[config.mk]
export PLATFORM = sky130hd
export DESIGN_NAME = c2p_stage
export DESIGN_NICKNAME = d
export VERILOG_FILES = /design/src/hw/rtl/c2p_pkg.sv /design/src/hw/rtl/c2p_stage.sv
export SDC_FILE = /design/constraint.sdc
export NUM_CORES = 1
export LEC_CHECK = 0
export BUFFER_PORTS_ARGS = -buffer_cell sky130_fd_sc_hd__buf_2
export CORE_AREA = 2 2 271 273
export DETAILED_ROUTE_END_ITERATION = 16
export DIE_AREA = 0 0 273 275
export GPL_TIMING_DRIVEN = 0
export HOLD_SLACK_MARGIN = 0.1
export SLEW_MARGIN = 20
export SYNTH_ARGS = -nofsm -noshare
export SYNTH_HDL_FRONTEND = slang
export SYNTH_SLANG_ARGS = --single-unit
[constraint.sdc]
create_clock -name clk -period 14.3 [get_ports clk]
set_input_delay 3.575 -clock clk [delete_from_list [all_inputs] [get_ports clk]]
set_output_delay 3.575 -clock clk [all_outputs]
set_load 0.02 [all_outputs]
[src/hw/rtl/c2p_pkg.sv]
// c2p_pkg: widths, the payload struct and the arctangent table function
// shared by the cartesian_to_polar_core pipeline; no dependencies
`default_nettype none
package c2p_pkg;

  localparam int CORDIC_STAGES_DEF = 24;
  localparam int FRACTION_BITS_DEF = 16;
  localparam int ANGLE_FRAC        = 40;
  localparam int MAX_STAGES        = 40;
  localparam int COORD_W           = 32;
  localparam int RADIUS_W          = 48;
  localparam int ANGLE_W           = 25;
  localparam int VEC_W             = 64;
  localparam int PHASE_W           = 48;
  localparam int NORM_MSB          = 59;

  typedef struct packed {
    logic signed [VEC_W-1:0]   xv;
    logic signed [VEC_W-1:0]   yv;
    logic signed [PHASE_W-1:0] z;
    logic [VEC_W-1:0]          s;
    logic                      axz;
    logic                      ayz;
    logic                      xpos;
    logic                      xneg;
    logic                      ypos;
    logic                      yneg;
    logic                      last;
  } c2p_work_t;

  // arctan(2^-i) in radians, q62
  function automatic logic [63:0] atan_pow2_q62(int unsigned i);
    logic [63:0] acc;
    logic [63:0] term;
    int unsigned e;
    acc = '0;
    for (int unsigned k = 0; k < 62; k++) begin
      e = i * (2 * k + 1);
      if (e < 62) begin
        term = (64'd1 << (62 - e)) / 64'(2 * k + 1);
        if (k[0]) acc = acc - term;
        else acc = acc + term;
      end
    end
    return acc;
  endfunction

  // arctan(1/3) in radians, q62
  function automatic logic [63:0] atan_third_q62();
    logic [63:0] acc;
    logic [63:0] p;
    logic [63:0] term;
    acc = '0;
    p = (64'd1 << 62) / 64'd3;
    for (int unsigned k = 0; k < 64; k++) begin
      if (p != 64'd0) begin
        term = p / 64'(2 * k + 1);
        if (k[0]) acc = acc - term;
        else acc = acc + term;
        p = p / 64'd9;
      end
    end
    return acc;
  endfunction

  // arctan(2^-i) in degrees with ANGLE_FRAC fraction bits
  function automatic logic signed [PHASE_W-1:0] atan_deg(int unsigned i);
    logic [63:0] qp;
    logic [63:0] rem;
    logic [63:0] q;
    qp  = atan_pow2_q62(1) + atan_third_q62();
    rem = '0;
    q   = '0;
    if (i == 0) return PHASE_W'(64'd45 << ANGLE_FRAC);
    if (i >= MAX_STAGES) return '0;
    rem = atan_pow2_q62(i);
    for (int unsigned b = 0; b < 46; b++) begin
      rem = rem << 1;
      q = q << 1;
      if (rem >= qp) begin
        rem = rem - qp;
        q = q | 64'd1;
      end
    end
    return PHASE_W'((q * 64'd45 + 64'd32) >> 6);
  endfunction

endpackage
`default_nettype wire

[src/hw/rtl/c2p_stage.sv]
// c2p_stage: a pipeline stage; cordic rotation and root digit, each gated by K
// depends on c2p_pkg
`default_nettype none
module c2p_stage #(
  parameter int K             = 0,
  parameter int CORDIC_STAGES = c2p_pkg::CORDIC_STAGES_DEF,
  parameter int FRACTION_BITS = c2p_pkg::FRACTION_BITS_DEF,
  parameter int SQ_STEPS      = c2p_pkg::COORD_W + c2p_pkg::FRACTION_BITS_DEF + 1,
  parameter int ROOT_W        = SQ_STEPS,
  parameter int REM_W         = SQ_STEPS + 3
) (
  input  wire logic                clk,
  input  wire logic                rst_n,
  input  wire c2p_pkg::c2p_work_t  w_i,
  input  wire logic [REM_W-1:0]    rem_i,
  input  wire logic [ROOT_W-1:0]   root_i,
  input  wire logic                valid_i,
  output logic                     ready_o,
  output c2p_pkg::c2p_work_t       w_o,
  output logic [REM_W-1:0]         rem_o,
  output logic [ROOT_W-1:0]        root_o,
  output logic                     valid_o,
  input  wire logic                ready_i
);
  import c2p_pkg::*;

  localparam logic signed [PHASE_W-1:0] ATAN = atan_deg(K);
  localparam int P    = SQ_STEPS - 1 - K;
  localparam bit HAS_PAIR = (P >= FRACTION_BITS + 1);
  localparam int PIDX = HAS_PAIR ? 2 * (P - FRACTION_BITS - 1) : 0;

  logic                valid_r;
  c2p_work_t           w_r, w_nxt;
  logic [REM_W-1:0]    rem_r, rem_nxt, remsh, trial;
  logic [ROOT_W-1:0]   root_r, root_nxt;
  logic [1:0]          pair;
  logic signed [VEC_W-1:0] dx, dy;

  assign ready_o = !valid_r || ready_i;
  assign valid_o = valid_r;
  assign w_o     = w_r;
  assign rem_o   = rem_r;
  assign root_o  = root_r;

  always_comb begin
    w_nxt = w_i;
    dx = w_i.yv >>> K;
    dy = w_i.xv >>> K;
    if (K < CORDIC_STAGES) begin
      if (w_i.yv >= 0) begin
        w_nxt.xv = w_i.xv + dx;
        w_nxt.yv = w_i.yv - dy;
        w_nxt.z  = w_i.z + ATAN;
      end else begin
        w_nxt.xv = w_i.xv - dx;
        w_nxt.yv = w_i.yv + dy;
        w_nxt.z  = w_i.z - ATAN;
      end
    end
  end

  // one digit of the restoring square root
  always_comb begin
    pair = HAS_PAIR ? w_i.s[PIDX +: 2] : 2'b00;
    remsh = {rem_i[REM_W-3:0], pair};
    trial = {{(REM_W-ROOT_W-2){1'b0}}, root_i, 2'b01};
    rem_nxt = rem_i;
    root_nxt = root_i;
    if (K < SQ_STEPS) begin
      if (remsh >= trial) begin
        rem_nxt  = remsh - trial;
        root_nxt = {root_i[ROOT_W-2:0], 1'b1};
      end else begin
        rem_nxt  = remsh;
        root_nxt = {root_i[ROOT_W-2:0], 1'b0};
      end
    end
  end

  always_ff @(posedge clk) begin
    if (!rst_n) begin
      valid_r <= 1'b0;
    end else if (ready_o) begin
      valid_r <= valid_i;
    end
  end

  always_ff @(posedge clk) begin
    if (ready_o && valid_i) begin
      w_r    <= w_nxt;
      rem_r  <= rem_nxt;
      root_r <= root_nxt;
    end
  end

endmodule
`default_nettype wire

### Word level (Yosys, flattened, before mapping)

Index checks and enable logic that the tools add are counted.

* add/subtract/negate cells: 6
* $lt $le $gt $ge: 2
* multiplexer cells: 3
* reductions and logical operators: 3

Operator list (number)
* $mux 176: 1
* $sub 64x64->64: 2
* $add 64x64->64: 1
* $ge 64x1->1 const B: 1
* $ge 52x51->1: 1
* $mux 52: 1
* $sub 52x51->52: 1
* $add 48x47->48 const B: 1
* $sub 48x47->48 const B: 1
* $logic_and 1x1->1: 1
* $logic_not 1->1: 1
* $logic_or 1x1->1: 1
* $mux 1: 1

* register bits after elaboration: 349
* bits of input ports: 352

### Depth between registers and ports, before layout

Gate-level depths: netlist of run 1.

* depth after elaboration: 3
* gate-level depth with buffers: 15
* mapped depth without buffers: 14

### Least setup slack after synthesis of run 1

Ideal clock, no wire load.

* path type: input to register
* start: input ready_i
* end: register rem_r[0], in the netlist rem_o[0] (enable)
* setup time: 0.753 ns
* arrival: 11.722 ns
* slack: 1.826 ns
* stages on the path: 2
* buffers on the path: 0
* cells stage by stage: nand2b_1 and2_1

* word-level cells in the longest chain between the ends: 2

RTL lines
* start, declared: RTL line c2p_stage.sv:23 `input wire logic ready_i`
* $logic_or 1x1->1: RTL line c2p_stage.sv:39 `assign ready_o = !valid_r || ready_i;`
* $logic_and 1x1->1: RTL line c2p_stage.sv:89 `if (ready_o && valid_i) begin`
* end signal, assigned: RTL line c2p_stage.sv:91 `rem_r <= rem_nxt;`
* end, declared: RTL line c2p_stage.sv:34 `logic [REM_W-1:0] rem_r, rem_nxt, remsh, trial;`

No other way between the ends.
A chain may end at the register's enable or synchronous reset.

==> impl_metrics.yaml, run 1 <==
run_status:
  status: "completed"
global_route:
  grt_pass1_vias: 24300
  grt_pass1_wl_um: 153000
  track_usage_pct: 27.1
  grt_max_degree: 59
  grt.overflow.total: 0
  antenna_found_initial: 22
cts:
  cts_tree: "done"
  ctsHoldBuffers: 0
  cts_resized: 0
  clkSlewWorstSetupHoldPaths_ps: 60
  clock_sinks: 348
  cts_buffers: 40
  worstSkewPairLatency_ps: 580
  clk_path_buf_depth: 3
  post_cts_buffers: 0
  cts_htree_levels: 2
  cts_root_buf: "clkbuf_16"
power:
  power_density_nw_per_um2: 107
  vdd.ir_drop.worst_uv: 90.1
  p_leak_nw: 14.0
final_layout:
  fill_cells: 7240
  seq_area_um2: 10400
  finalNetCount: 4174
  fin_util_pct: 44.6
  final_common_cell: "buf_2"
  layout_common_cells: "720 x buf_2, 402 x a21oi_1, 347 x edfxtp_1"
  multi_input_area_um2: 14200
  final_layout_size_suffix_gt1_share_pct: 23.2
  syn_to_final_growth_pct: 23.6
detailed_routing:
  ant_nets: 0
  wl_per_cell_um: 23.6
  wl_um: 108000
  first_pass_iters: 6
  drt_iter0_markers: 2510
  viasPerCell: 5.55
  vias: 25400
  drcViolationCount: 0
flow_run:
  maxCapViolCount: 0
sta:
  fin_crit_sh_pct: 55.8
  setup_viol: 0
  tightest_slew_ps: 1160
  slew_violations: 0
  holdWs_ps: 561
  fmax_mhz: 125
  finalWorstSetupSlack_ps: 6320
  min_period_ps: 7980
  fin_skew_ps: 25.0
  finalHoldViolations: 0
  maxSlewHeadroom_pct: 22.5
  rsz0062_at_grt: "false"
synthesis:
  synth.area.top_cells: "edfxtp_1 40%, ha_1 12%, a21oi_1 7.7%"
  ys_seq_area_share_pct: 40.0
  syn_area_um2: 26100
  yosys.area.top_type: "edfxtp_1"
  ys.flop_type: "edfxtp_1"
  ys_types: 80
  synth_edf_count: 347
  synthCells: 2829
  synthArstFlopShare_pct: 0
  ys_warn_count: 0
  syn_avg_cell_area_um2: 9.23
  synth.net_count: 3428
  netlist.area_leader.share_pct: 39.9
  ys_ff_latch: 348
critical_path:
  ff2ff_setup_slack_ps: 12010
  cp-end-kind: "register"
  worst_setup_path_start_kind: "primary input"
  r2r_start: "valid_o"
  r2r-end: "w_o[135]"
  arrival_ps: 8330
  reg2reg_depth: 5
  worstSetupPathType: "primary input to register"
  required_ps: 14640
  crit_fanout: 10
hold_path:
  min_to: "valid_o"
  hold_class: "register to register"
  min_from: "valid_o"
  hold-path-cell-count: 2
placed_design:
  gp_congestion: 0.973
  dp_slack_ps: 6010
  hpwl_um: 87900
  portBuffers: 698
die:
  start_util_pct: 36.1
  fp-row-count: 99
  coreArea_um2: 72300
  dieArea_um2: 75100
  io_pins: 702
  dieWidth_um: 273
  die_h_um: 275
==> layer usage <==
layer | global-route usage [%] | wire [um] | part of all wire (%)
met3 | 6.13 | 10200 | 9.4
met4 | 12.5 | 5290 | 4.9
met1 | 33.6 | 42200 | 39
met5 | 0 | 75 | 0.070
met2 | 44.9 | 50200 | 47
==> how the worst max path moves through the flow <==
| stage | startpoint | cells past startpoint | end |
|---|---|---|---|
| after global placement | ready_i | 3 | w_o[199] |
| after detailed placement | w_i[137] | 14 | w_o[176] |
| final | w_i[137] | 14 | w_o[176] |
| after floorplan | ready_i | 2 | rem_o[0] |
| after CTS | w_i[137] | 14 | w_o[180] |
| after global routing | w_i[137] | 14 | w_o[176] |
==> critical path, stage by stage <==
cell and delay (ps):
buf_2 100, inv_1 40, ha_1 260, clkbuf_1 300, clkbuf_1 490, nand4_1 320
a2111oi_0 760, nor2_1 170, o21ai_0 570, a21boi_0 410, o21ai_0 610, a211oi_1 160
a21oi_1 220, xor2_1 330
==> registers in the layout (all words and copies together) (netlist names) <==
name,flops
root_o,49
rem_o,52
valid_o,1
w_o,246
==> per-stage QoR <==
step                total power, mW  cell area, um2  TNS (ps)  std cells
finish                         3.46           32300         0       4577
global route                   3.61           32200         0       4568
CTS                            3.47           32200         0       4563
detailed placement             2.45           31000         0       4492
global placement               2.48           30800   -594060       4486
floorplan                      2.04           26100         0       2829
==> synthesized netlist by cell type (8+ instances only) <==
master,instances
o31ai_1,23
a21oi_1,402
a221oi_1,8
or2_2,11
a211oi_1,30
nor4_1,22
nor3_1,41
or3_1,10
inv_1,263
clkbuf_1,74
nor2_1,218
buf_1,17
edfxtp_1,347
buf_2,20
mux2i_1,33
o21a_1,16
xor2_1,28
mux2_2,16
nand3_1,39
and3_1,8
o21bai_1,74
ha_1,244
o21ai_1,8
a31oi_1,27
nand4_1,54
xnor2_1,152
o211ai_1,22
o21ai_0,185
clkinv_1,8
nor2b_1,30
and2_1,13
o221ai_1,8
a21o_1,61
o311ai_0,10
nand2b_1,29
a21boi_0,13
nand2_1,159
==> power breakdown <==
group	switching [mW]	total, mW	internal [mW]
Sequential	0.0268	1.29	1.27
Combinational	0.783	1.17	0.385
Clock	0.430	0.999	0.569
Total	1.24	3.46	2.22
==> logic make-up (layout without fill, tap and decap cells) <==
| kind of cell | Yosys count | in the layout | share of synthesized area, % |
|---|---|---|---|
| xor gates and xnor gates | 180 | 180 | 6.04 |
| other | 0 | 14 | 0 |
| and+or+nand+nor | 659 | 659 | 12.0 |
| AOI/OAI and AO/OA | 957 | 957 | 22.3 |
| muxes | 49 | 49 | 1.95 |
| buffers and inverters | 388 | 1163 | 5.75 |
| adders and majority gates | 248 | 248 | 12.0 |
| DFF | 348 | 348 | 40.0 |
==> cell type report <==
class | instances | share of cell area (%)
plain buffers | 116 | 1.51
flip-flops and latches | 348 | 32.4
clock inverters | 26 | 0.710
repair buffers | 704 | 11.3
well taps | 959 | 3.72
clock buffers | 45 | 3.16
inverters | 272 | 3.16
multi-input cells | 2093 | 43.9
diodes | 14 | 0.109
Note: power is estimated with default switching activity, not from simulation.
==> run 2, diff against run 1 <==
- clock period: 14.3 -> 6.8 ns (I/O delays scaled with it)
==> impl_metrics.yaml, run 2 (synthesis gave the netlist of run 1 again) <==
critical_path:
  r2r_start: "valid_o"
  path_common_cell: "a31oi_1"
  worstSetupPathType: "primary input to register"
  crit_start: "w_i[183]"
  crit_fanout: 4
  cp-end-kind: "register"
  ff2ff_setup_slack_ps: 4550
  required_ps: 7140
  worst_setup_path_start_kind: "primary input"
  slowest_stage: "o21ai_0"
  arrival_ps: 6560
  cp_cell_sequence: "buf_2, inv_1, ha_1, fa_1, nor2b_1, o21bai_1, a31oi_1, o21a_1, a311oi_1, o21ai_0, a211oi_1, o311ai_0, a31oi_1, a21oi_1, xor2_1"
  reg2reg_depth: 5
  max_stage_delay_ps: 920
sta:
  holdWs_ps: 555
  maxSlewHeadroom_pct: 19.4
  setup_viol: 0
  fin_skew_ps: 31.9
  rsz0062_at_grt: "false"
  slew_violations: 0
  tightest_slew_ps: 1200
  min_period_ps: 6220
  fin_crit_sh_pct: 91.5
  finalHoldViolations: 0
  fmax_mhz: 161
detailed_routing:
  route.met3.wl_um: 10000
  m1WireLength_um: 42500
  ant_nets: 0
  highest_layer: "met5"
  drcViolationCount: 0
  viasPerCell: 5.60
  vias: 25700
  met2WireLength_um: 51900
  drt_iter0_markers: 2622
  first_pass_iters: 6
  wl_um: 109000
  wl_per_cell_um: 23.8
cts:
  cts_htree_levels: 2
  cts_resized: 0
  post_cts_buffers: 0
  clock_sinks: 348
  ctsHoldBuffers: 0
  worstSkewPairLatency_ps: 590
  cts_tree: "done"
  clk_path_buf_depth: 3
  cts_buffers: 42
  cts_root_buf: "clkbuf_16"
  clkSlewWorstSetupHoldPaths_ps: 60
die:
  dieArea_um2: 75100
  fp-row-count: 99
  die_h_um: 275
  io_pins: 702
  coreArea_um2: 72300
  dieWidth_um: 273
  start_util_pct: 36.1
global_route:
  grt_pass1_wl_um: 155000
  antenna_found_initial: 23
  track_usage_pct: 27.3
  grt_max_degree: 59
  grt_pass1_vias: 24400
  grt.overflow.total: 0
power:
  clockPowerShare_pct: 31.1
  total_power_mw: 7.53
  switching_share_pct: 35.4
  seqPwrFrac_pct: 36.1
  power_density_nw_per_um2: 232
  p_int_mw: 4.87
  p_switching_mw: 2.67
  pwr-share-comb_pct: 32.7
  p_leak_nw: 14.1
  vdd.ir_drop.worst_uv: 185
placed_design:
  hpwl_um: 88300
  gp_congestion: 0.991
  portBuffers: 698
final_layout:
  multi_input_area_um2: 14200
  largest_register_ffs: 246
  final_layout_size_suffix_gt1_share_pct: 23.4
  final_common_cell: "buf_2"
  seq_area_um2: 10400
  fill_cells: 7223
  syn_to_final_growth_pct: 24.2
  finalNetCount: 4176
  layout_common_cells: "721 x buf_2, 402 x a21oi_1, 347 x edfxtp_1"
run_status:
  status: "completed"
hold_path:
  hold_class: "register to register"
  hold-path-cell-count: 2
  min_from: "valid_o"
flow_run:
  maxCapViolCount: 0
[run 2: cell count changes in the layout (fill, tap and decap cells not counted), sizes merged]
cell | before | now
clkbuf | 120 | 123
bufinv | 3 | 6
clkinv | 24 | 27
clkinvlp | 3 | 2
inv | 268 | 266
[run 2: per-layer routing]
metal,GRT usage [%],vias to the layer above
met5,0,-
met4,11.4,18
met3,5.87,265
met2,46.1,1388
met1,33.9,12200
li1,-,11800
[run 2: per-stage QoR]
stage	worst slack [ps]	utilization (%)	area, um2	std cells	TNS, ps
after floorplan	100	-	26100	2829	0
final	581	44.9	32400	4583	0
after global routing	524	44.8	32400	4573	0
after CTS	944	44.8	32400	4569	0
after global placement	-1730	42.6	30800	4486	-581170
after detailed placement	348	42.8	31000	4492	0
[run 2: worst max-delay path, delay by kind of cell]
kind,cells,cell delay [ps]
AO/OA/AOI/OAI,9,3460
adder cells (fa/ha/maj),2,630
XOR/XNOR,1,370
AND/OR/NAND/NOR,1,200
buffers and inverters,2,190
[run 2: worst paths after layout]
| check | to |
|---|---|
| hold / removal | valid_o |
| setup reg to reg | root_o[15] |
| setup / recovery | w_o[245] |
| hold reg to reg | valid_o |
[run 2: cell type report]
cell class | instances | area share, %
Sequential cell | 348 | 32.2
Multi-Input combinational cell | 2093 | 43.7
Clock inverter | 29 | 1.03
Clock buffer | 48 | 3.37
Antenna cell | 14 | 0.108
Buffer | 116 | 1.50
Tap cell | 959 | 3.70
Timing Repair Buffer | 704 | 11.3
Inverter | 272 | 3.15
[run 2: power by group through the flow]
stage | sequential [mW] | combinational [mW] | clock (mW)
2_1_floorplan | 3.06 | 1.22 | 0
5_1_grt | 2.74 | 2.62 | 2.48
4_1_cts | 2.72 | 2.42 | 2.40
3_3_place_gp | 2.79 | 2.39 | 0
3_5_place_dp | 2.76 | 2.40 | 0
6_report | 2.72 | 2.46 | 2.35
