[config.mk]
export PLATFORM = sky130hd
export DESIGN_NAME = c2p_back_flat
export DESIGN_NICKNAME = d
export VERILOG_FILES = /design/src/hw/rtl/c2p_pkg.sv /design/src/hw/rtl/c2p_out_if.sv /design/src/hw/rtl/c2p_back.sv /design/src/flat_wrapper.sv
export SDC_FILE = /design/constraint.sdc
export NUM_CORES = 1
export LEC_CHECK = 0
export BUFFER_PORTS_ARGS = -buffer_cell sky130_fd_sc_hd__buf_4
export CAP_MARGIN = 20
export CORE_AREA = 2 2 172 174
export CTS_CLUSTER_SIZE = 8
export DETAILED_ROUTE_END_ITERATION = 16
export DIE_AREA = 0 0 174 176
export GPL_TIMING_DRIVEN = 0
export PLACE_DENSITY = 0.84
export SYNTH_ARGS = -nofsm -noshare
export SYNTH_HDL_FRONTEND = slang
export SYNTH_SLANG_ARGS = --single-unit
[constraint.sdc]
create_clock -name clk -period 9.8 [get_ports clk]
set_clock_uncertainty 0.1 [all_clocks]
set_input_delay 0.98 -clock clk [delete_from_list [all_inputs] [get_ports clk]]
set_output_delay 0.98 -clock clk [all_outputs]
set_load 0.02 [all_outputs]
[src/hw/rtl/c2p_pkg.sv]
// c2p_pkg: widths, the payload struct and the arctangent table function
// shared by the cartesian_to_polar_core pipeline; no dependencies
`default_nettype none
package c2p_pkg;

  localparam int CORDIC_STAGES_DEF = 24;
  localparam int FRACTION_BITS_DEF = 16;
  localparam int ANGLE_FRAC        = 40;
  localparam int MAX_STAGES        = 40;
  localparam int COORD_W           = 32;
  localparam int RADIUS_W          = 48;
  localparam int ANGLE_W           = 25;
  localparam int VEC_W             = 64;
  localparam int PHASE_W           = 48;
  localparam int NORM_MSB          = 59;

  typedef struct packed {
    logic signed [VEC_W-1:0]   xv;
    logic signed [VEC_W-1:0]   yv;
    logic signed [PHASE_W-1:0] z;
    logic [VEC_W-1:0]          s;
    logic                      axz;
    logic                      ayz;
    logic                      xpos;
    logic                      xneg;
    logic                      ypos;
    logic                      yneg;
    logic                      last;
  } c2p_work_t;

  // arctan(2^-i) in radians, q62
  function automatic logic [63:0] atan_pow2_q62(int unsigned i);
    logic [63:0] acc;
    logic [63:0] term;
    int unsigned e;
    acc = '0;
    for (int unsigned k = 0; k < 62; k++) begin
      e = i * (2 * k + 1);
      if (e < 62) begin
        term = (64'd1 << (62 - e)) / 64'(2 * k + 1);
        if (k[0]) acc = acc - term;
        else acc = acc + term;
      end
    end
    return acc;
  endfunction

  // arctan(1/3) in radians, q62
  function automatic logic [63:0] atan_third_q62();
    logic [63:0] acc;
    logic [63:0] p;
    logic [63:0] term;
    acc = '0;
    p = (64'd1 << 62) / 64'd3;
    for (int unsigned k = 0; k < 64; k++) begin
      if (p != 64'd0) begin
        term = p / 64'(2 * k + 1);
        if (k[0]) acc = acc - term;
        else acc = acc + term;
        p = p / 64'd9;
      end
    end
    return acc;
  endfunction

  // arctan(2^-i) in degrees with ANGLE_FRAC fraction bits
  function automatic logic signed [PHASE_W-1:0] atan_deg(int unsigned i);
    logic [63:0] qp;
    logic [63:0] rem;
    logic [63:0] q;
    qp  = atan_pow2_q62(1) + atan_third_q62();
    rem = '0;
    q   = '0;
    if (i == 0) return PHASE_W'(64'd45 << ANGLE_FRAC);
    if (i >= MAX_STAGES) return '0;
    rem = atan_pow2_q62(i);
    for (int unsigned b = 0; b < 46; b++) begin
      rem = rem << 1;
      q = q << 1;
      if (rem >= qp) begin
        rem = rem - qp;
        q = q | 64'd1;
      end
    end
    return PHASE_W'((q * 64'd45 + 64'd32) >> 6);
  endfunction

endpackage
`default_nettype wire

[src/hw/rtl/c2p_out_if.sv]
// c2p_out_if: result channel carrying radius, angle and last flag
// depends on c2p_pkg
`default_nettype none
interface c2p_out_if;
  logic                            valid;
  logic                            ready;
  logic [c2p_pkg::RADIUS_W-1:0]    radius;
  logic [c2p_pkg::ANGLE_W-1:0]     angle_deg;
  logic                            last_out;

  modport source(output valid, output radius, output angle_deg, output last_out, input ready);
  modport sink(input valid, input radius, input angle_deg, input last_out, output ready);
endinterface
`default_nettype wire

[src/hw/rtl/c2p_back.sv]
// c2p_back: quadrant unfolding, wrap, rounding and the output register
// four register stages; depends on c2p_pkg and c2p_out_if
`default_nettype none
module c2p_back #(
  parameter int FRACTION_BITS = c2p_pkg::FRACTION_BITS_DEF,
  parameter int ROOT_W        = c2p_pkg::COORD_W + c2p_pkg::FRACTION_BITS_DEF + 1
) (
  input  wire logic              clk,
  input  wire logic              rst_n,
  input  wire c2p_pkg::c2p_work_t w_i,
  input  wire logic [ROOT_W-1:0] root_i,
  input  wire logic              valid_i,
  output logic                   ready_o,
  c2p_out_if.source              out_if
);
  import c2p_pkg::*;

  localparam int TW    = 51;
  localparam int SHIFT = ANGLE_FRAC - FRACTION_BITS;
  localparam int AW    = TW - SHIFT;
  localparam logic signed [TW-1:0] FULL  = TW'(64'd360 << ANGLE_FRAC);
  localparam logic signed [TW-1:0] HALF  = TW'(64'd180 << ANGLE_FRAC);
  localparam logic signed [TW-1:0] RIGHT = TW'(64'd90 << ANGLE_FRAC);
  localparam logic [TW-1:0]        RND   = TW'(64'd1 << (SHIFT - 1));
  localparam logic [AW-1:0]        WRAP  = AW'(64'd360 << FRACTION_BITS);

  logic v1_r, v2_r, v3_r, v4_r;
  logic rdy1, rdy2, rdy3, rdy4;

  logic signed [TW-1:0] t1_r, t2_r;
  logic [AW-1:0]        a3_r;
  logic                 zero1_r, zero2_r, zero3_r;
  logic                 last1_r, last2_r, last3_r;
  logic [RADIUS_W-1:0]  rad1_r, rad2_r, rad3_r;
  logic [RADIUS_W-1:0]  rad4_r;
  logic [ANGLE_W-1:0]   ang4_r;
  logic                 last4_r;

  logic signed [TW-1:0] phi, t_nxt, tw_nxt;
  logic [ROOT_W:0]      rsum;
  logic [AW-1:0]        a_nxt;

  assign rdy4 = !v4_r || out_if.ready;
  assign rdy3 = !v3_r || rdy4;
  assign rdy2 = !v2_r || rdy3;
  assign rdy1 = !v1_r || rdy2;
  assign ready_o = rdy1;

  assign out_if.valid     = v4_r;
  assign out_if.radius    = rad4_r;
  assign out_if.angle_deg = ang4_r;
  assign out_if.last_out  = last4_r;

  always_comb begin
    if (w_i.ayz) phi = '0;
    else if (w_i.axz) phi = RIGHT;
    else phi = TW'(w_i.z);
    if (w_i.xpos && !w_i.yneg) t_nxt = phi;
    else if (!w_i.xpos && w_i.ypos) t_nxt = HALF - phi;
    else if (w_i.xneg && !w_i.ypos) t_nxt = HALF + phi;
    else t_nxt = FULL - phi;
    rsum = {1'b0, root_i} + 1'b1;
  end

  always_comb begin
    if (t1_r < 0) tw_nxt = t1_r + FULL;
    else if (t1_r >= FULL) tw_nxt = t1_r - FULL;
    else tw_nxt = t1_r;
  end

  assign a_nxt = AW'(($unsigned(t2_r) + RND) >> SHIFT);

  always_ff @(posedge clk) begin
    if (!rst_n) begin
      v1_r <= 1'b0;
      v2_r <= 1'b0;
      v3_r <= 1'b0;
      v4_r <= 1'b0;
    end else begin
      if (rdy1) v1_r <= valid_i;
      if (rdy2) v2_r <= v1_r;
      if (rdy3) v3_r <= v2_r;
      if (rdy4) v4_r <= v3_r;
    end
  end

  always_ff @(posedge clk) begin
    if (rdy1 && valid_i) begin
      t1_r    <= t_nxt;
      zero1_r <= w_i.axz && w_i.ayz;
      last1_r <= w_i.last;
      rad1_r  <= RADIUS_W'(rsum >> 1);
    end
    if (rdy2 && v1_r) begin
      t2_r    <= tw_nxt;
      zero2_r <= zero1_r;
      last2_r <= last1_r;
      rad2_r  <= rad1_r;
    end
    if (rdy3 && v2_r) begin
      a3_r    <= a_nxt;
      zero3_r <= zero2_r;
      last3_r <= last2_r;
      rad3_r  <= rad2_r;
    end
    if (rdy4 && v3_r) begin
      if (zero3_r) ang4_r <= '0;
      else if (a3_r >= WRAP) ang4_r <= ANGLE_W'(a3_r - WRAP);
      else ang4_r <= ANGLE_W'(a3_r);
      last4_r <= last3_r;
      rad4_r  <= rad3_r;
    end
  end

endmodule
`default_nettype wire

[src/flat_wrapper.sv]
// flat-port wrapper written by rule: the top's interface ports become plain ports
module c2p_back_flat import c2p_pkg::*;
#(
  parameter int FRACTION_BITS = c2p_pkg::FRACTION_BITS_DEF,
  parameter int ROOT_W        = c2p_pkg::COORD_W + c2p_pkg::FRACTION_BITS_DEF + 1
)
  (clk, rst_n, w_i, root_i, valid_i, ready_o, out_if_valid, out_if_radius, out_if_angle_deg, out_if_last_out, out_if_ready);
  c2p_out_if out_if_i ();
  input  wire logic clk;
  input  wire logic rst_n;
  input  wire c2p_pkg::c2p_work_t w_i;
  input  wire logic [ROOT_W-1:0] root_i;
  input  wire logic valid_i;
  output logic ready_o;
  output wire logic [$bits(out_if_i.valid)-1:0] out_if_valid;
  output wire logic [$bits(out_if_i.radius)-1:0] out_if_radius;
  output wire logic [$bits(out_if_i.angle_deg)-1:0] out_if_angle_deg;
  output wire logic [$bits(out_if_i.last_out)-1:0] out_if_last_out;
  input wire logic [$bits(out_if_i.ready)-1:0] out_if_ready;
  assign out_if_valid = out_if_i.valid;
  assign out_if_radius = out_if_i.radius;
  assign out_if_angle_deg = out_if_i.angle_deg;
  assign out_if_last_out = out_if_i.last_out;
  assign out_if_i.ready = out_if_ready;
  c2p_back #(.FRACTION_BITS(FRACTION_BITS), .ROOT_W(ROOT_W)) u_core (.clk(clk), .rst_n(rst_n), .w_i(w_i), .root_i(root_i), .valid_i(valid_i), .ready_o(ready_o), .out_if(out_if_i));
endmodule
* Yosys cells after proc, flatten, opt, wreduce, memory -nomap -nowiden
Cells that the tools add are included.
Word-level totals: flip-flop bits (word level) 357, output and inout port bits 76
Cells by class: $add $sub $neg 8, magnitude comparators 3, muxes and demuxes 8, reduce and logical (&&, ||, !) cells 19
Operator list (count):
- $mux W51 | 7
- $add A49 B51 Y51 const A | 1
- $add A51 B24 Y51 const B | 1
- $add A51 B50 Y51 const B | 1
- $ge A51 B50 Y1 const B | 1
- $lt A51 B1 Y1 const B | 1
- $sub A49 B51 Y51 const A | 1
- $sub A50 B51 Y51 const A | 1
- $sub A51 B50 Y51 const B | 1
- $add A49 B1 Y49 const B | 1
- $ge A27 B25 Y1 const B | 1
- $mux W25 | 1
- $sub A25 B25 Y25 const B | 1
- $logic_and A1 B1 Y1 | 8
- $logic_not A1 Y1 | 7
- $logic_or A1 B1 Y1 | 4

* Longest topological paths before layout
Gate-level depths: netlist of run 1.
word-level depth 6, mapped depth 12

* Least setup slack after synthesis of run 1
No wires, ideal clock.
kind input to register, start in out_if_ready, end reg u_core.last2_r (enable), library setup time 633 ps, arrival 6940 ps, data required time 9067 ps, path slack 2127 ps, cell stages on the path 3, path buffers 0, cell sequence nor2b_1 > and2_0 > a21boi_0
On the way: cells in the longest elaborated chain, start to end 4
Ends and longest elaborated chain:
- from (decl) | RTL line flat_wrapper.sv:19 | input wire logic [$bits(out_if_i.ready)-1:0] out_if_ready;
- $logic_or A1 B1 Y1 | RTL line c2p_back.sv:43 | assign rdy4 = !v4_r || out_if.ready;
- $logic_or A1 B1 Y1 | RTL line c2p_back.sv:44 | assign rdy3 = !v3_r || rdy4;
- $logic_or A1 B1 Y1 | RTL line c2p_back.sv:45 | assign rdy2 = !v2_r || rdy3;
- $logic_and A1 B1 Y1 | RTL line c2p_back.sv:94 | if (rdy2 && v1_r) begin
- to (signal assigned) | RTL line c2p_back.sv:97 | last2_r <= last1_r;
- to (decl) | RTL line c2p_back.sv:33 | logic last1_r, last2_r, last3_r;
No other way between the ends. A chain may end at the register's enable or synchronous reset.

* Worst setup path after layout of run 1
start in w_i[5] (netlist name), end reg u_core.t1_r[14], data pin
On the way: cells in the longest elaborated chain, start to end 5, elaborated cells on any way between the ends 7
Ends and longest elaborated chain:
- from (decl) | RTL line flat_wrapper.sv:11 | input wire c2p_pkg::c2p_work_t w_i;
- $mux W51 (*) | RTL line c2p_back.sv:55 | if (w_i.ayz) phi = '0;
- named net u_core.phi[0] | RTL line c2p_back.sv:39 | logic signed [TW-1:0] phi, t_nxt, tw_nxt;
- $sub A50 B51 Y51 or $add A49 B51 Y51 (tied branches) | RTL line c2p_back.sv:61, c2p_back.sv:60
- $mux W51 | RTL line c2p_back.sv:60 | else if (w_i.xneg && !w_i.ypos) t_nxt = HALF + phi;
- $mux W51 (*) | RTL line c2p_back.sv:59 | else if (!w_i.xpos && w_i.ypos) t_nxt = HALF - phi;
- $mux W51 (*) | RTL line c2p_back.sv:58 | if (w_i.xpos && !w_i.yneg) t_nxt = phi;
- named net u_core.t_nxt[14] | RTL line c2p_back.sv:39
- to (signal assigned) | RTL line c2p_back.sv:89 | t1_r <= t_nxt;
- to (decl) | RTL line c2p_back.sv:30 | logic signed [TW-1:0] t1_r, t2_r;
Mark *: on every way through the listed nets, which the timed path passes. The rest lies on a longest branch.

==> results of run 1 <==
## layout make-up
cell class,instances,area [um2],area share (%)
inverter,24,90.09,0.5125
tap,384,480.5,2.733
sequential,334,9990,56.83
antenna,4,10.01,0.05694
timing repair buffer,188,1554,8.840
buffer,25,98.84,0.5623
clock buffer,55,1206,6.861
multi-input combinational,628,4094,23.29
clock inverter,4,56.30,0.3203
## report_power, final
| part | switching [mW] | internal [mW] | total (mW) |
|---|---|---|---|
| clock network | 0.531 | 0.855 | 1.39 |
| registers | 0.0299 | 1.65 | 1.68 |
| logic | 0.147 | 0.102 | 0.249 |
## cells in the mapped netlist, drive strengths merged (2+ instances only)
| cell type | n | area [um2] |
|---|---|---|
| buf | 5 | 23.77 |
| dfxtp | 4 | 80.08 |
| nor3 | 26 | 150.2 |
| a41oi | 2 | 17.52 |
| o21bai | 4 | 30.03 |
| nand4 | 18 | 127.6 |
| or3 | 8 | 50.05 |
| nand2 | 75 | 281.5 |
| a31oi | 15 | 93.84 |
| a21boi | 4 | 30.03 |
| inv | 24 | 90.09 |
| xnor2 | 67 | 586.8 |
| o21a | 7 | 52.55 |
| o31ai | 15 | 117.6 |
| edfxtp | 330 | 9910 |
| a22oi | 2 | 15.01 |
| o211ai | 5 | 37.54 |
| and2 | 11 | 68.81 |
| mux2i | 3 | 30.03 |
| o22ai | 2 | 12.51 |
| nand2b | 5 | 31.28 |
| clkbuf | 20 | 75.07 |
| nor4 | 33 | 234.0 |
| and3 | 18 | 113.9 |
| ha | 10 | 125.1 |
| nor2 | 82 | 307.8 |
| nand3 | 32 | 160.2 |
| o41a | 2 | 22.52 |
| or4 | 4 | 33.78 |
| o41ai | 6 | 93.85 |
| o211a | 2 | 20.02 |
| a311o | 2 | 20.02 |
| o21ai | 28 | 143.9 |
| a211oi | 6 | 45.04 |
| or2 | 5 | 33.78 |
| nor3b | 4 | 40.03 |
| and4 | 5 | 43.79 |
| nor4b | 5 | 43.79 |
| xor2 | 46 | 402.9 |
| a21oi | 29 | 145.1 |
| nor2b | 27 | 168.9 |
## logic make-up after synthesis
group           count (synthesis)  share of synthesized area (%)
fa+ha+maj                      10                         0.8792
compound gates                142                          6.999
mux                             3                         0.2110
buf+inv                        49                          1.328
flops                         334                          70.20
xor+xnor                      113                          6.954
simple gates                  360                          13.43
## per-layer routing
layer	up-vias	GRT usage [%]	wire [um]
li1	4316	-	-
met1	4326	26.41	12940
met2	364	32.93	14770
met3	52	4.199	2137
met4	4	5.777	563
met5	-	0	30
## sequential cells by signal, summed over array words and instances, names as in the netlist, 25 cells and up
| name | count |
|---|---|
| u_core.a3_r | 27 |
| u_core.out_if.angle_deg | 25 |
| u_core.out_if.radius | 48 |
| u_core.rad1_r | 48 |
| u_core.rad2_r | 48 |
| u_core.rad3_r | 48 |
| u_core.t1_r | 51 |
| u_core.t2_r | 28 |
## through the flow
step	cell area [um2]	instances	setup slack, ns	util, %
finish	17580	1646	5.839	61.58
global route	17570	1642	5.650	61.54
CTS	17570	1642	5.934	61.54
detailed placement	16310	1583	5.391	57.12
global placement	16060	1574	0.2030	56.24
floorplan	14230	1011	2.127	-
## how the worst max path moves through the flow
stage | depth (start not counted) | slack, ns | to | start
final | 12 | 5.84 | u_core.t1_r[14] | w_i[5]
after global routing | 12 | 5.65 | u_core.t1_r[30] | w_i[5]
after CTS | 12 | 5.93 | u_core.t1_r[14] | w_i[5]
after detailed placement | 12 | 5.39 | u_core.t1_r[14] | w_i[5]
after global placement | 4 | 0.20 | u_core.t2_r[48] | out_if_ready
after floorplan | 3 | 2.13 | u_core.last2_r | out_if_ready
==> out/results.tsv, run 1 <==
metric	value	unit
via_count	9062	
io_buffers	179	
crit_buf_inv	4	
netlist_area	14230	um2
worstPathRequired	9.95	ns
core_area	28550	um2
ff2ff_path_depth	6	
synth-async-reset-ratio	0	%
root_buffer	clkbuf_16	
fp.dieArea	30620	um2
globalplace.congestion	0.9167	
grtUsageTotal	19.77	%
grt_antenna_before_repair	6	
final_cell_mix	330 x edfxtp_1, 180 x buf_4, 82 x nor2_1	
cts_tree	done	
grt_pass1_vias	8973	
grt_pass1_wl	47800	um
avgSynthCellArea	14.08	um2
crit_path_end_kind	flop	
whs	0.3033	ns
cts_buffers	47	
drive_gt1_share	21.46	%
crit_chain	clkbuf_1, nor2_1, clkbuf_1, clkbuf_1, and2_1, inv_1, ha_1, o21ai_2, o41ai_4, a21oi_1, nor2_1, nor3_1	
io_pins	376	
htree_num_levels	2	
clk_pin_slew	0.05	ns
cts_resized	0	
hold_class	reg -> reg	
p_total	3.314	mW
post-route-period-util	40.42	%
nets	1558	
hold_path_end	u_core.out_if.radius[26]	
synth_ff_type	edfxtp_1	
arrival	4.11	ns
drt-initial-drc-count	704	
path_common_cell	clkbuf_1	
grt_max_degree	34	
crit_family	buffers and inverters	
p_leak	6.181	nW
finalCriticalPeriod	3.961	ns
start_util	49.85	%
slew_headroom	39.82	%
synthCells	1011	
clock_latency	0.53	ns
cts_sinks	334	
postCtsHoldBufs	0	
layout-area-overhead-vs-synth	23.53	%
cp_max_fo	10	
peakVddDrop	0.1361	mV
clock_tree.buffer_depth	3	
grt_overflow	0	
postCtsSetupBuffers	0	
tightest_slew	0.9027	ns
finalHoldViolations	0	
die_h	176	um
mostFrequentLayoutCell	edfxtp_1	
viasPerCell	5.505	
setup_viol	0	
whs_path_depth	0	
dp_hpwl	21970	um
power_density	188.5	nW/um2
rr_startpoint	u_core.t1_r[6]	
worst-r2r-setup-slack	7.16	ns
crit_path_start_kind	primary input	
slowest_delay	0.58	ns
drc	0	
wl_per_cell	18.50	um
firstDrtPassIters	5	
maxCapViolCount	0	
num_rows	62	
drv_slew	0	
tns	0	ns
wirelength	30440	um
worstHoldStart	u_core.rad3_r[26]	
ys_ff_latch	334	
fillers	2089	
timing.fmax	252.5	MHz
syn-num-nets	1321	
timing.rr.end	u_core.t2_r[46]	
status	finished, final reports clean	
yosys.cell_types.count	70	
slowest_stage	o41ai_4	
synth_warnings	0	
path_class	in -> reg	
synth_edf_count	330	
die_w	174	um
ant_nets	0	
seq_area_frac_synth	70.20	%
rsz0062_at_grt	false	
Power figures use the tool's default switching activity.
==> run 2, diff against run 1 <==
--- a/config.mk
+++ b/config.mk
@@ -7,10 +7,10 @@
 export LEC_CHECK = 0
 export BUFFER_PORTS_ARGS = -buffer_cell sky130_fd_sc_hd__buf_4
 export CAP_MARGIN = 20
-export CORE_AREA = 2 2 172 174
+export CORE_AREA = 2 2 176 178
 export CTS_CLUSTER_SIZE = 8
 export DETAILED_ROUTE_END_ITERATION = 16
-export DIE_AREA = 0 0 174 176
+export DIE_AREA = 0 0 178 180
 export GPL_TIMING_DRIVEN = 0
 export PLACE_DENSITY = 0.84
 export SYNTH_ARGS = -nofsm -noshare
==> constraint.sdc (replaced) <==
create_clock -name clk -period 3.6 [get_ports clk]
set_clock_uncertainty 0.1 [all_clocks]
set_input_delay 0.36 -clock clk [delete_from_list [all_inputs] [get_ports clk]]
set_output_delay 0.36 -clock clk [all_outputs]
set_load 0.02 [all_outputs]
==> run 2 against run 1 <==
Effect of this change: wire length is 1.0% higher; combinational power increased to 2.7 times the previous value; via count shrank 0.44%; first-iteration DRC count shrank 5.5%; core utilization fell by 3.2 points; critical path type unchanged; highest routed layer unchanged.
==> out/results.tsv, run 2 (synthesis gave the netlist of run 1 again) <==
metric	value	unit
tightest_slew	0.8445	ns
grt_pass1_vias	8934	
use_met2	31.81	%
wl_per_cell	18.53	um
clk_pin_slew	0.04	ns
setup_viol	0	
clkPwrFrac	42.1	%
grt-busiest-layer	met2	
slowest_stage	o41ai_4	
cts_tree	done	
drv_slew	0	
die_w	178	um
postCtsHoldBufs	4	
status	finished, final reports clean	
clock_latency	0.54	ns
cp_max_fo	10	
slowest_delay	0.55	ns
cts_sinks	334	
drt-initial-drc-count	665	
fillers	2216	
start_util	47.14	%
slew_headroom	43.70	%
root_buffer	clkbuf_16	
via_count	9022	
grt_pass1_wl	48120	um
p_seq_share	50.4	%
dp_slack	-0.1858	ns
ant_nets	0	
finalWorstSetupSlack	0.2946	ns
wirelength	30760	um
grt_overflow	0	
power.switching	1.964	mW
worstPathRequired	3.76	ns
placed_area	16320	um2
power_frac_comb	7.5	%
crit_path_start_kind	primary input	
peakVddDrop	0.3485	mV
maxCapViolCount	0	
cts_resized	0	
arrival	3.46	ns
clock_tree.buffer_depth	3	
crit_path_end_kind	flop	
drive_gt1_share	21.39	%
crit_chain	clkbuf_1, nor2_1, clkbuf_1, clkbuf_1, and2_1, inv_1, ha_1, o21ai_2, o41ai_4, a21oi_1, nor2_1, nor3_1	
io_pins	376	
grt_max_degree	33	
io_buffers	179	
hold_class	in -> reg	
postCtsSetupBuffers	0	
die_h	180	um
dp_hpwl	22000	um
drc	0	
grt_util_met3	4.294	%
fin_util	58.38	%
layout-area-overhead-vs-synth	23.85	%
path_class	in -> reg	
globalRouteMet1Util	25.06	%
regArea	9990	um2
num_rows	64	
core_area	30190	um2
rsz0062_at_grt	false	
htree_num_levels	2	
cts_buffers	47	
path_common_cell	clkbuf_1	
grtUsageTotal	19.20	%
p_int	7.102	mW
largest_reg_flops	51	
post-route-period-util	91.82	%
multi_input_area	4094	um2
fp.dieArea	32040	um2
finalCriticalPeriod	3.305	ns
timing.fmax	302.5	MHz
finalHoldViolations	0	
tns	0	ns
p_leak	6.199	nW
grt_antenna_before_repair	4	
top_register	u_core.t1_r	
firstDrtPassIters	5	
viasPerCell	5.435	
mostFrequentLayoutCell	edfxtp_1	
final_area	17630	um2
p_total	9.066	mW
netSwitchingFraction	21.66	%
nets	1562	
globalplace.congestion	0.9188	
power_density	514.4	nW/um2
final_cell_mix	330 x edfxtp_1, 180 x buf_4, 82 x nor2_1	
-- run 2: critical path, delay by kind of cell --
family	cells	cell delay (ns)
fa+ha+maj	1	0.19
buf+inv	4	1.03
simple gates	4	0.91
compound gates	3	0.95
-- run 2: metal layers --
metal,up-vias,part of all wire (%)
met1,4329,41
li1,4315,-
met3,50,6.9
met2,326,49
met5,-,0.042
met4,2,2.4
-- run 2: metrics by stage --
step                std cells  hold slack [ns]
floorplan                1011           0.3003
global placement         1586           0.3003
detailed placement       1595           0.3045
CTS                      1658         0.003357
global route             1658          0.01095
finish                   1660          0.03250
-- run 2: final cells by class --
type | instances | share of cell area, %
sequential | 334 | 56.68
multi-input combinational | 628 | 23.23
timing repair buffer | 192 | 9.044
clock buffer | 55 | 6.843
tap | 396 | 2.811
buffer | 25 | 0.5608
inverter | 24 | 0.5111
clock inverter | 4 | 0.2981
antenna | 2 | 0.02839
-- run 2: final timing paths --
kind                                         from                        to  slack (ns)  cells after the start
worst max-delay path                       w_i[5]           u_core.t1_r[14]        0.29                     12
worst min-delay path                   root_i[16]         u_core.rad1_r[15]        0.03                      2
worst max register to register     u_core.t1_r[4]           u_core.t2_r[46]        0.79                      6
worst min register to register  u_core.rad3_r[47]  u_core.out_if.radius[47]        0.30                      0
-- run 2: power groups by stage --
| stage | registers, mW | clock network [mW] | logic (mW) |
|---|---|---|---|
| floorplan | 4.63 | 0 | 0.358 |
| global placement | 4.64 | 0 | 0.622 |
| detailed placement | 4.63 | 0 | 0.666 |
| CTS | 4.57 | 3.91 | 0.675 |
| global route | 4.58 | 4.07 | 0.741 |
| finish | 4.57 | 3.82 | 0.679 |
